[config.mk]
export PLATFORM = sky130hd
export DESIGN_NAME = splitmix64_ranged_generator_unit
export DESIGN_NICKNAME = d
export VERILOG_FILES = /design/src/rtl/sm64_pkg.sv /design/src/rtl/splitmix64_ranged_generator_unit.sv /design/src/rtl/sm64_ctrl.sv /design/src/rtl/sm64_div.sv /design/src/rtl/sm64_dp.sv
export SDC_FILE = /design/constraint.sdc
export NUM_CORES = 2
export LEC_CHECK = 0
export ABC_AREA = 1
export ABC_CLOCK_PERIOD_IN_PS = 18060
export CAP_MARGIN = 20
export CORE_ASPECT_RATIO = 1.1
export CORE_MARGIN = 3
export CORE_UTILIZATION = 38
export CTS_BUF_LIST = sky130_fd_sc_hd__clkbuf_2
export DETAILED_ROUTE_END_ITERATION = 8
export DONT_BUFFER_PORTS = 1
export PLACE_DENSITY = 0.61
export SKIP_LAST_GASP = 1
export SLEW_MARGIN = 40
export SYNTH_ARGS = -nofsm -noshare
export SYNTH_HDL_FRONTEND = slang
export SYNTH_SLANG_ARGS = --single-unit
[constraint.sdc]
create_clock -name clk -period 18.06 [get_ports clk]
set_input_delay 2.709 -clock clk [delete_from_list [all_inputs] [get_ports clk]]
set_output_delay 2.709 -clock clk [all_outputs]
set_load 0.03 [all_outputs]
[src/rtl/sm64_pkg.sv]
// ----------------------------------------------------------------------------
// sm64_pkg
// Shared types and constants of the splitmix64 ranged generator.
// ----------------------------------------------------------------------------
package sm64_pkg;

  localparam logic [63:0] GOLDEN_STEP = 64'h9e3779b97f4a7c15;
  localparam logic [63:0] MIX_MUL_ONE = 64'hbf58476d1ce4e5b9;
  localparam logic [63:0] MIX_MUL_TWO = 64'h94d049bb133111eb;

  typedef enum logic [2:0] {
    MODE_RAW64   = 3'd0,
    MODE_TOP32   = 3'd1,
    MODE_URANGE  = 3'd2,
    MODE_SRANGE  = 3'd3,
    MODE_BOOL    = 3'd4,
    MODE_FRAC24  = 3'd5,
    MODE_FRAC53  = 3'd6,
    MODE_SPARE   = 3'd7
  } mode_t;

  typedef enum logic [3:0] {
    ST_IDLE, ST_SETUP, ST_LIMIT, ST_DRAW, ST_MIX, ST_CHECK, ST_REDUCE, ST_DONE
  } state_t;

  // Commands from the controller to the datapath.
  typedef struct packed {
    logic load_req;    // capture request and compute bounds
    logic div_start;   // start a 64-bit modulo
    logic div_sel;     // 0: limit modulo, 1: sample modulo
    logic draw_step;   // advance state and count
    logic mix_start;   // start finalizer
    logic out_load;    // load output register
  } cmd_t;

  typedef struct packed {
    logic is_range;
    logic div_done;
    logic mix_done;
    logic reject;
  } status_t;

endpackage

[src/rtl/splitmix64_ranged_generator_unit.sv]
// ----------------------------------------------------------------------------
// splitmix64_ranged_generator_unit
// Splitmix64 generator with raw, top-32, boolean, fraction and rejection-sampled range requests.
// ----------------------------------------------------------------------------
// Plain modes run one draw through the nine-phase finalizer; range modes also run
// the 64-step modulo unit once for the limit and once for the reduction, and each
// rejected draw repeats the draw and the finalizer. Output stalls delay both.
// One item is in flight at a time; the output register frees the input side.
// Reset (synchronous, active high) clears state, seed and draw count to zero.
module splitmix64_ranged_generator_unit import sm64_pkg::*; (
  input  logic         clk,
  input  logic         rst,
  input  logic         cfg_valid,
  output logic         cfg_ready,
  input  logic [63:0]  cfg_data,
  input  logic         s_axis_tvalid,
  output logic         s_axis_tready,
  input  logic [71:0]  s_axis_tdata,   // mode[2:0], bound_a[34:3], bound_b[66:35], zeros
  output logic         m_axis_tvalid,
  input  logic         m_axis_tready,
  output logic [127:0] m_axis_tdata    // value[63:0], draw_count[127:64]
);

  cmd_t    cmd;
  status_t stat;
  logic    busy, in_fire, out_free;
  logic [127:0] result;

  assign cfg_ready     = 1'b1;
  assign s_axis_tready = !busy;
  assign in_fire       = s_axis_tvalid && s_axis_tready;
  assign out_free      = !m_axis_tvalid || m_axis_tready;

  sm64_ctrl u_ctrl (
    .clk      (clk),
    .rst      (rst),
    .in_fire  (in_fire),
    .out_free (out_free),
    .stat     (stat),
    .cmd      (cmd),
    .busy     (busy)
  );

  sm64_dp u_dp (
    .clk      (clk),
    .rst      (rst),
    .cmd      (cmd),
    .cfg_we   (cfg_valid),
    .cfg_seed (cfg_data),
    .mode     (s_axis_tdata[2:0]),
    .bound_a  (s_axis_tdata[34:3]),
    .bound_b  (s_axis_tdata[66:35]),
    .stat     (stat),
    .result   (result)
  );

  always_ff @(posedge clk) begin
    if (rst) m_axis_tvalid <= 1'b0;
    else if (cmd.out_load) m_axis_tvalid <= 1'b1;
    else if (m_axis_tready) m_axis_tvalid <= 1'b0;
  end

  always_ff @(posedge clk) begin
    if (cmd.out_load) m_axis_tdata <= result;
  end

endmodule

[src/rtl/sm64_ctrl.sv]
// ----------------------------------------------------------------------------
// sm64_ctrl
// Controller sequencing draws, rejection and modulo steps.
// ----------------------------------------------------------------------------
module sm64_ctrl import sm64_pkg::*; (
  input  logic    clk,
  input  logic    rst,
  input  logic    in_fire,
  input  logic    out_free,
  input  status_t stat,
  output cmd_t    cmd,
  output logic    busy
);

  state_t state, state_next;

  always_ff @(posedge clk) begin
    if (rst) state <= ST_IDLE;
    else     state <= state_next;
  end

  always_comb begin
    state_next = state;
    unique case (state)
      ST_IDLE:   if (in_fire) state_next = ST_SETUP;
      ST_SETUP:  state_next = stat.is_range ? ST_LIMIT : ST_DRAW;
      ST_LIMIT:  if (stat.div_done) state_next = ST_DRAW;
      ST_DRAW:   state_next = ST_MIX;
      ST_MIX:    if (stat.mix_done) state_next = ST_CHECK;
      ST_CHECK: begin
        if (!stat.is_range) state_next = ST_DONE;
        else if (stat.reject) state_next = ST_DRAW;
        else state_next = ST_REDUCE;
      end
      ST_REDUCE: if (stat.div_done) state_next = ST_DONE;
      ST_DONE:   if (out_free) state_next = ST_IDLE;
      default:   state_next = ST_IDLE;
    endcase
  end

  always_comb begin
    cmd = '0;
    unique case (state)
      ST_IDLE:   cmd.load_req = in_fire;
      ST_SETUP:  cmd.div_start = stat.is_range;
      ST_DRAW: begin
        cmd.draw_step = 1'b1;
        cmd.mix_start = 1'b1;
      end
      ST_CHECK: begin
        cmd.div_start = stat.is_range && !stat.reject;
        cmd.div_sel   = 1'b1;
      end
      ST_REDUCE: cmd.div_sel = 1'b1;
      ST_DONE:   cmd.out_load = out_free;
      default:   cmd = '0;
    endcase
  end

  assign busy = (state != ST_IDLE);

endmodule

[src/rtl/sm64_div.sv]
// ----------------------------------------------------------------------------
// sm64_div
// Restoring 64-bit by 33-bit modulo, one quotient bit per cycle.
// ----------------------------------------------------------------------------
module sm64_div import sm64_pkg::*; (
  input  logic        clk,
  input  logic        rst,
  input  logic        start,
  input  logic [63:0] dividend,
  input  logic [32:0] divisor,
  output logic        done,
  output logic [32:0] rem
);

  logic [63:0] num;
  logic [33:0] part;
  logic [6:0]  cnt;
  logic        run;
  logic [33:0] shifted;
  logic [34:0] diff;

  assign shifted = {part[32:0], num[63]};
  assign diff    = {1'b0, shifted} - {2'b0, divisor};

  always_ff @(posedge clk) begin
    if (rst) begin
      run  <= 1'b0;
      done <= 1'b0;
    end else begin
      done <= 1'b0;
      if (start) begin
        run <= 1'b1;
        cnt <= 7'd0;
      end else if (run) begin
        cnt <= cnt + 7'd1;
        if (cnt == 7'd63) begin
          run  <= 1'b0;
          done <= 1'b1;
        end
      end
    end
  end

  always_ff @(posedge clk) begin
    if (start) begin
      num  <= dividend;
      part <= '0;
    end else if (run) begin
      num  <= {num[62:0], 1'b0};
      part <= diff[34] ? shifted : diff[33:0];
    end
  end

  assign rem = part[32:0];

endmodule

[src/rtl/sm64_dp.sv]
// ----------------------------------------------------------------------------
// sm64_dp
// Datapath: generator state, finalizer, range setup and result shaping.
// ----------------------------------------------------------------------------
module sm64_dp import sm64_pkg::*; (
  input  logic         clk,
  input  logic         rst,
  input  cmd_t         cmd,
  input  logic         cfg_we,
  input  logic [63:0]  cfg_seed,
  input  logic [2:0]   mode,
  input  logic [31:0]  bound_a,
  input  logic [31:0]  bound_b,
  output status_t      stat,
  output logic [127:0] result
);

  logic [63:0] gen_state, draws_done;
  logic [2:0]  req_mode;
  logic [31:0] lo;
  logic [32:0] range;
  logic [32:0] limit;
  logic [63:0] sample, x;
  logic [3:0]  mix_ph;
  logic        mix_run, mix_done;
  logic [63:0] acc, prod, mul_k;
  logic [31:0] mul_a, mul_b;
  logic        swap;
  logic [31:0] lo_sel, hi_sel;
  logic        div_start, div_done;
  logic [32:0] div_rem;
  logic [63:0] div_num;
  logic        limit_pending;
  logic [63:0] result_value;

  always_comb begin
    if (mode == MODE_SRANGE) swap = ($signed(bound_a) > $signed(bound_b));
    else                     swap = (bound_a > bound_b);
    lo_sel = swap ? bound_b : bound_a;
    hi_sel = swap ? bound_a : bound_b;
  end

  // Seed writes are for the user to make only while idle; the block itself does not enforce it.
  always_ff @(posedge clk) begin
    if (rst) begin
      gen_state  <= '0;
      draws_done <= '0;
    end else if (cfg_we) begin
      gen_state  <= cfg_seed;
      draws_done <= '0;
    end else if (cmd.draw_step) begin
      gen_state  <= gen_state + GOLDEN_STEP;
      draws_done <= draws_done + 64'd1;
    end
  end

  always_ff @(posedge clk) begin
    if (cmd.load_req) begin
      req_mode <= mode;
      lo       <= lo_sel;
      range    <= {1'b0, hi_sel - lo_sel} + 33'd1;
    end
  end

  // Finalizer over nine phases. Each multiply keeps the low 64 bits of the product
  // and is built from three 32 x 32 partial products, one per cycle: the low halves
  // first, then the two cross terms shifted up by 32.
  always_ff @(posedge clk) begin
    if (rst) begin
      mix_run  <= 1'b0;
      mix_done <= 1'b0;
      mix_ph   <= '0;
    end else begin
      mix_done <= 1'b0;
      if (cmd.mix_start) begin
        mix_run <= 1'b1;
        mix_ph  <= '0;
      end else if (mix_run) begin
        mix_ph <= mix_ph + 4'd1;
        if (mix_ph == 4'd8) begin
          mix_run  <= 1'b0;
          mix_done <= 1'b1;
        end
      end
    end
  end

  always_comb begin
    mul_k = (mix_ph < 4'd4) ? MIX_MUL_ONE : MIX_MUL_TWO;
    case (mix_ph) inside
      4'd2, 4'd6: begin
        mul_a = x[63:32];
        mul_b = mul_k[31:0];
      end
      4'd3, 4'd7: begin
        mul_a = x[31:0];
        mul_b = mul_k[63:32];
      end
      default: begin
        mul_a = x[31:0];
        mul_b = mul_k[31:0];
      end
    endcase
  end
  assign prod = {32'd0, mul_a} * {32'd0, mul_b};

  always_ff @(posedge clk) begin
    if (cmd.mix_start) x <= gen_state + GOLDEN_STEP;
    else if (mix_run) begin
      case (mix_ph) inside
        4'd0:       x   <= x ^ (x >> 30);
        4'd1, 4'd5: acc <= prod;
        4'd2, 4'd6: acc <= acc + {prod[31:0], 32'd0};
        4'd3, 4'd7: x   <= acc + {prod[31:0], 32'd0};
        4'd4:       x   <= x ^ (x >> 27);
        default:    x   <= x ^ (x >> 31);
      endcase
    end
  end
  assign sample = x;

  // The limit is (2^64 - range) mod range.
  assign div_start = cmd.div_start;
  assign div_num   = cmd.div_sel ? sample : (64'd0 - {31'd0, range});

  always_ff @(posedge clk) begin
    if (rst) limit_pending <= 1'b0;
    else if (cmd.div_start) limit_pending <= !cmd.div_sel;
    else if (div_done) limit_pending <= 1'b0;
  end

  always_ff @(posedge clk) begin
    if (div_done && limit_pending) limit <= div_rem;
  end

  sm64_div u_div (
    .clk      (clk),
    .rst      (rst),
    .start    (div_start),
    .dividend (div_num),
    .divisor  (range),
    .done     (div_done),
    .rem      (div_rem)
  );

  assign stat.is_range = (req_mode == MODE_URANGE) || (req_mode == MODE_SRANGE);
  assign stat.div_done = div_done;
  assign stat.mix_done = mix_done;
  assign stat.reject   = (sample < {31'd0, limit});

  logic [31:0] ranged;
  assign ranged = lo + div_rem[31:0];

  always_ff @(posedge clk) begin
    if (div_done && !limit_pending) result_value <= {32'd0, ranged};
    else if (mix_done) begin
      case (req_mode)
        MODE_TOP32:  result_value <= {32'd0, sample[63:32]};
        MODE_BOOL:   result_value <= {63'd0, sample[0]};
        MODE_FRAC24: result_value <= {40'd0, sample[63:40]};
        MODE_FRAC53: result_value <= {11'd0, sample[63:11]};
        default:     result_value <= sample;
      endcase
    end
  end
  assign result = {draws_done, result_value};

endmodule

## After elaboration in Yosys (flattened, before gate mapping)

Index checks and enable logic that the tools add are counted.

| word-level totals | value |
|---|---|
| register bits after elaboration | 667 |
| bits of input ports | 141 |
| output and inout bits | 131 |

| operators by class | value |
|---|---|
| $add $sub $neg | 10 |
| multiply operators | 1 |
| magnitude comparators | 4 |
| equal/unequal tests | 30 |
| multiplexer cells | 52 |
| bitwise operators | 8 |
| reduce and logical (&&, ||, !) cells | 33 |

Operators by type and width:

| cell | count |
|---|---|
| $mux 64 | 14 |
| $pmux 64 s4 | 1 |
| $mux 32 | 7 |
| $add 64x1->64 const B | 1 |
| $add 64x64->64 | 1 |
| $add 64x64->64 const B | 1 |
| $gt 32x32->1 | 2 |
| $lt 64x33->1 | 1 |
| $mul 32x32->64 | 1 |
| $xor 64x33->64 | 1 |
| $xor 64x34->64 | 1 |
| $xor 64x37->64 | 1 |
| $mux 62 | 1 |
| $sub 34x33->35 | 1 |
| $sub 1x33->34 const A | 1 |
| $add 32x1->33 const B | 1 |
| $mux 33 | 1 |
| $add 32x32->32 | 1 |
| $eq 4x3->1 const B | 8 |
| $pmux 4 s8 | 1 |
| $sub 32x32->32 | 1 |
| $mux 4 | 6 |
| $mux 1 | 17 |
| $eq 4x2->1 const B | 4 |
| other kinds (28) | 63 |

## Longest topological paths before layout

| depth | value |
|---|---|
| depth after elaboration | 12 |
| gate-level depth with buffers | 47 |
| mapped depth without buffers | 47 |

## Hierarchy

Synthesis repeated with hierarchy kept, for this count alone.

| second synthesis, totals | value |
|---|---|
| cell total of the unflattened synthesis | 8901 |
| area total of the unflattened synthesis | 72027.8 µm² |

Modules (own cells, without submodules):

| module | instances | cells each | area an instance (µm²) | sequential area each (µm²) |
|---|---|---|---|---|
| sm64_dp | 1 | 7580 | 60357.9 | 11180.7 |
| sm64_div | 1 | 1133 | 7490.9 | 2832.7 |
| splitmix64_ranged_generator_unit | 1 | 138 | 3908.7 | 3863.7 |
| sm64_ctrl | 1 | 50 | 270.3 | 60.1 |

## Worst setup path before layout

OpenSTA, ideal clock, no wires.

| path | value |
|---|---|
| path type | register -> register |
| start point | reg u_dp.mix_ph[0] |
| end point | reg u_dp.acc[63], data pin |
| arrival time | 9.044 ns |
| path slack | 8.763 ns |
| cell stages (with the launch flop) | 44 |
| path buffers | 1 |
| period minus slack after synthesis | 9.297 ns |
| path through | dfxtp_1 -> ha_1 -> inv_1 -> nor2_1 -> clkinv_1 -> nor2_1 -> inv_1 -> nor2_1 -> nor2_1 -> clkbuf_1 -> nor2_1 -> fa_1 -> fa_1 -> fa_1 -> inv_1 -> fa_1 -> inv_1 -> fa_1 -> [... 8 more ...] -> a21oi_1 -> inv_1 -> a21oi_1 -> inv_1 -> a21oi_1 -> o21ai_0 -> xnor2_1 -> inv_1 -> ha_1 -> a21oi_1 -> inv_1 -> a21oi_1 -> o21ai_0 -> a311oi_1 -> o31ai_1 -> xnor2_1 -> nand2_1 -> nand2_1 |

| on the way | value |
|---|---|
| longest elaborated chain between the ends | 8 |
| elaborated cells between the ends (all ways) | 18 |
| those cells by class | add/sub: 1; mul: 1; order compare: 1; eq/ne: 6; mux: 6; reduce/logical: 3 |

RTL lines:

| element | line | source |
|---|---|---|
| start, declared | sm64_dp.sv:24 | `logic [3:0] mix_ph;` |
| start signal, assigned | sm64_dp.sv:79 | `mix_ph <= mix_ph + 4'd1;` |
| $lt 4x3->1, or another cell as far along | sm64_dp.sv:89 | `mul_k = (mix_ph < 4'd4) ? MIX_MUL_ONE : MIX_MUL_TWO;` |
| $mux 62 / $reduce_or 2->1 (equally long branches) | sm64_dp.sv:89, sm64_dp.sv:90 |  |
| $mux 32 (2 in series) | sm64_dp.sv:90 | `case (mix_ph) inside` |
| $mul 32x32->64 | sm64_dp.sv:105 | `assign prod = {32'd0, mul_a} * {32'd0, mul_b};` |
| $add 64x64->64 | sm64_dp.sv:113 | `4'd2, 4'd6: acc <= acc + {prod[31:0], 32'd0};` |
| $mux 64 | sm64_dp.sv:110 | `case (mix_ph) inside` |
| $mux 64 (*) | sm64_dp.sv:110 |  |
| end signal, assigned | sm64_dp.sv:112 | `4'd1, 4'd5: acc <= prod;` |
| end signal, assigned | sm64_dp.sv:113 |  |
| end, declared | sm64_dp.sv:26 | `logic [63:0] acc, prod, mul_k;` |

Every way passes the cells marked *; elsewhere a longest branch is shown, timed or not. The select of a mux whose other input is x is not followed.
A chain may end at the register's enable or synchronous reset.

## Worst setup path in the final report

| path | value |
|---|---|
| start point | reg u_dp.mix_ph[0] |
| end point | reg u_dp.x[60] (netlist: u_dp.sample[60]), data pin |

| on the way | value |
|---|---|
| longest elaborated chain between the ends | 12 |
| elaborated cells between the ends (all ways) | 22 |
| those cells by class | add/sub: 1; mul: 1; order compare: 1; eq/ne: 5; mux: 11; reduce/logical: 3 |

RTL lines:

| element | line | source |
|---|---|---|
| $lt 4x3->1, or another cell as far along | sm64_dp.sv:89 |  |
| $mux 62 / $reduce_or 2->1 (equally long branches) | sm64_dp.sv:89, sm64_dp.sv:90, sm64_dp.sv:110 |  |
| $mux 32 (2 in series) | sm64_dp.sv:90 |  |
| $mul 32x32->64 | sm64_dp.sv:105 |  |
| $add 64x64->64 | sm64_dp.sv:114 | `4'd3, 4'd7: x <= acc + {prod[31:0], 32'd0};` |
| $mux 64 (3 in series) | sm64_dp.sv:110 |  |
| $mux 64 (*) | sm64_dp.sv:110 |  |
| $mux 64 (*) | sm64_dp.sv:109 | `else if (mix_run) begin` |
| $mux 64 (*) | sm64_dp.sv:108 | `if (cmd.mix_start) x <= gen_state + GOLDEN_STEP;` |
| end signal, assigned | sm64_dp.sv:108 |  |
| end signal, assigned | sm64_dp.sv:111 | `4'd0: x <= x ^ (x >> 30);` |
| end signal, assigned | sm64_dp.sv:114 |  |
| end, declared | sm64_dp.sv:23 | `logic [63:0] sample, x;` |

Marked as above.

==> run_results.csv <==
group,metric,value,unit
critical_path,r2r-start,"u_dp.mix_ph[0]$_SDFFE_PP0P_",
yosys,yosys_warnings,0,
floorplanning,rows,164,
yosys,synth_edf_count,460,
yosys,synthArstFlopShare,0,%
detailed_routing,wire_per_inst,22.5,um
detailed_routing,first_iter_violations,5850,
min_path,hp-class,"flop to flop",
min_path,holdPathStages,0,
floorplanning,dieArea,0.189,sq mm
floorplanning,fp.dieW,415,um
grt,grt.total_usage,25.8,%
finish,area_delta_synth_final,6.64,%
grt,grt_max_degree,78,
floorplanning,ios,272,
yosys,synth_area_per_cell,8.31,sq um
detailed_routing,drc,0,
detailed_routing,wl,247000,um
clocking,post_cts_buffers,0,
finish,fin_nets,9913,
sta,slew_viol_final,0,
detailed_routing,via_count,58700,
yosys,yosysTopAreaCellShare,23.7,%
critical_path,cp.arrival,13680,ps
sta,worst_pin_slew,1110,ps
finish,fillerInstances,18500,
sta,relSlewSlack,25.7,%
critical_path,crit_path_top_delay_cell,"fa_1",
critical_path,path_buf_inv,13,
yosys,syn_nets,9891,
critical_path,endpoint_kind,"flop",
sta,finalClockSkew,135,ps
yosys,netlist_top_cells_count,"inv_1, nand2_1, nor2_1, fa_1, ha_1",
sta,period_share,68.8,%
clocking,cts-root-buf,"clkbuf_2",
flow_run,drv_cap,0,
finish,seq_area,0.0179,sq mm
critical_path,reg2reg_depth,41,
yosys,synth-seq-cells,666,
detailed_routing,dr.pass1.iters,6,
clocking,clk_path_buf_depth,3,
critical_path,crit_type,"flop to flop",
critical_path,critPathTopFamily,"adder cells",
critical_path,timing.rr.end,"u_dp.sample[60]$_DFFE_PP_",
yosys,synth.distinct_cells,75,
clocking,worstSkewPairLatency,1620,ps
yosys,synth.most_common_cell,"inv_1",
floorplanning,die_y,456,um
run_status,outcome,"finished clean",
critical_path,startpoint_type,"flop",
clocking,cts_hold_buf,0,
clocking,cts_made_buffers,170,
critical_path,cp_data_required_time,19310,ps
finish,drive_above_1_share,6.63,%
yosys,ys_seq_area_share,25.6,%
place,port-buffer-count,0,
clocking,cts_max_level,4,
sta,setup_viol,0,
clocking,cts_resized,0,
finish,multi_input_area,0.0444,sq mm
detailed_routing,routed_via_density,5.33,
critical_path,rrSetupSlack,5630,ps
floorplanning,coreArea,0.182,sq mm
clocking,clock-sinks,666,
sta,fmax,80.5,MHz
sta,rsz0062_at_grt,"false",
yosys,synthTopCellsByArea,"fa_1, edfxtp_1, inv_1",
critical_path,cpPeakStageDelay,660,ps
grt,grt-ovfl-total,0,
place,hpwl,201000,um
sta,period_minus_slack,12430,ps
min_path,hp-start,"u_dp.result_value[25]$_DFFE_PP_",
detailed_routing,ant_nets,0,
sta,final.setup.tns,0,ps
yosys,synth_area_leader_cell,"fa_1",
yosys,synth_top_flop_cell,"edfxtp_1",
grt,antenna_found_initial,17,
place,place_congestion,0.998,
grt,grt_pass1_wl,369000,um
yosys,synth_area,0.0699,sq mm
floorplanning,start_util,38.4,%
grt,grt_pass1_vias,59100,
sta,finalHoldViolCount,0,
clocking,cts.clk_slew.worst_paths,120,ps
clocking,cts_tree,"done",
min_path,holdPathEnd,"m_axis_tdata[25]$_DFFE_PP_",
critical_path,cp_max_fo,37,
yosys,syn_inst,8419,
[layout make-up]
| cell class | instances | area share [%] |
|---|---|---|
| Tap cell | 2407 | 4.04 |
| Clock buffer | 252 | 1.69 |
| Clock inverter | 59 | 0.560 |
| Inverter | 1814 | 9.14 |
| Timing Repair Buffer | 92 | 0.973 |
| Multi-Input combinational cell | 5697 | 59.5 |
| Antenna cell | 18 | 0.0604 |
| Sequential cell | 666 | 24.1 |
[metal layers]
metal / vias up / GRT usage (%) / routed length, um
met3: 654 / 5.94 / 23100
met4: 18 / 12.9 / 14600
met1: 28300 / 32.6 / 97700
met2: 2845 / 41.6 / 112000
li1: 26900 / - / -
met5: - / 0.0506 / 106
[kinds of logic (layout without fill, tap and decap cells)]
family | after synthesis | in the layout | synth area share, %
compound gates | 1284 | 1284 | 10.5
xor+xnor | 218 | 218 | 2.79
mux | 7 | 7 | 0.100
flops | 666 | 666 | 25.6
simple gates | 2855 | 2855 | 17.0
fa+ha+maj | 1331 | 1331 | 32.7
buf+inv | 2056 | 2217 | 11.2
other cells | 2 | 20 | 0.0107
[worst max path at each step]
stage                                 from                        end  slack (ps)  cells past startpoint
5_1_grt        u_dp.mix_ph[1]$_SDFFE_PP0P_  u_dp.sample[62]$_DFFE_PP_        5130                     41
3_5_place_dp   u_dp.mix_ph[0]$_SDFFE_PP0P_  u_dp.sample[62]$_DFFE_PP_        5900                     41
4_1_cts        u_dp.mix_ph[0]$_SDFFE_PP0P_  u_dp.sample[60]$_DFFE_PP_        5830                     41
6_report       u_dp.mix_ph[0]$_SDFFE_PP0P_  u_dp.sample[60]$_DFFE_PP_        5630                     41
3_3_place_gp   u_dp.mix_ph[0]$_SDFFE_PP0P_  u_dp.sample[60]$_DFFE_PP_        5970                     41
2_1_floorplan  u_dp.mix_ph[0]$_SDFFE_PP0P_     u_dp.acc[63]$_DFFE_PP_        8760                     43
[per-stage QoR]
step	setup slack [ps]	util [%]	instance area, sq um	cells	hold slack, ps
after floorplan	8760	-	69900	8419	400
after global routing	5130	40.9	74600	11000	429
after CTS	5830	40.9	74500	11000	423
after global placement	5970	39.9	72700	10700	403
final	5630	40.9	74600	11000	421
after detailed placement	5900	40.0	72800	10700	405
[registers in the layout (all words and copies together) (netlist names), 32 cells and up]
register           count
u_dp.lo               32
u_dp.draws_done       64
u_dp.range            33
u_dp.u_div.part       33
u_dp.acc              64
u_dp.limit            33
u_dp.result_value     64
m_axis_tdata         128
u_dp.gen_state        64
u_dp.sample           64
u_dp.u_div.num        64
[layout by cell type (no fill, tap or decap), drive strengths merged, types with 10 or more instances in the layout]
cell type and instances:
a21boi 18, a21o 10, a21oi 433, a221oi 19
a22oi 26, a31oi 52, a32oi 26, and3 14
buf 92, clkbuf 252, clkinv 62, dfxtp 206
diode 18, edfxtp 460, fa 829, ha 502
inv 1807, nand2 1383, nand3 224, nand4 87
nor2 943, nor3 111, nor4 31, o211ai 17
o21a 37, o21ai 499, o221ai 24, o22ai 62
o2bb2ai 10, or2 47, xnor2 83, xor2 135
Power is not shown: default switching activity piles up to over one toggle a cycle in this logic, so the estimate is an artifact.
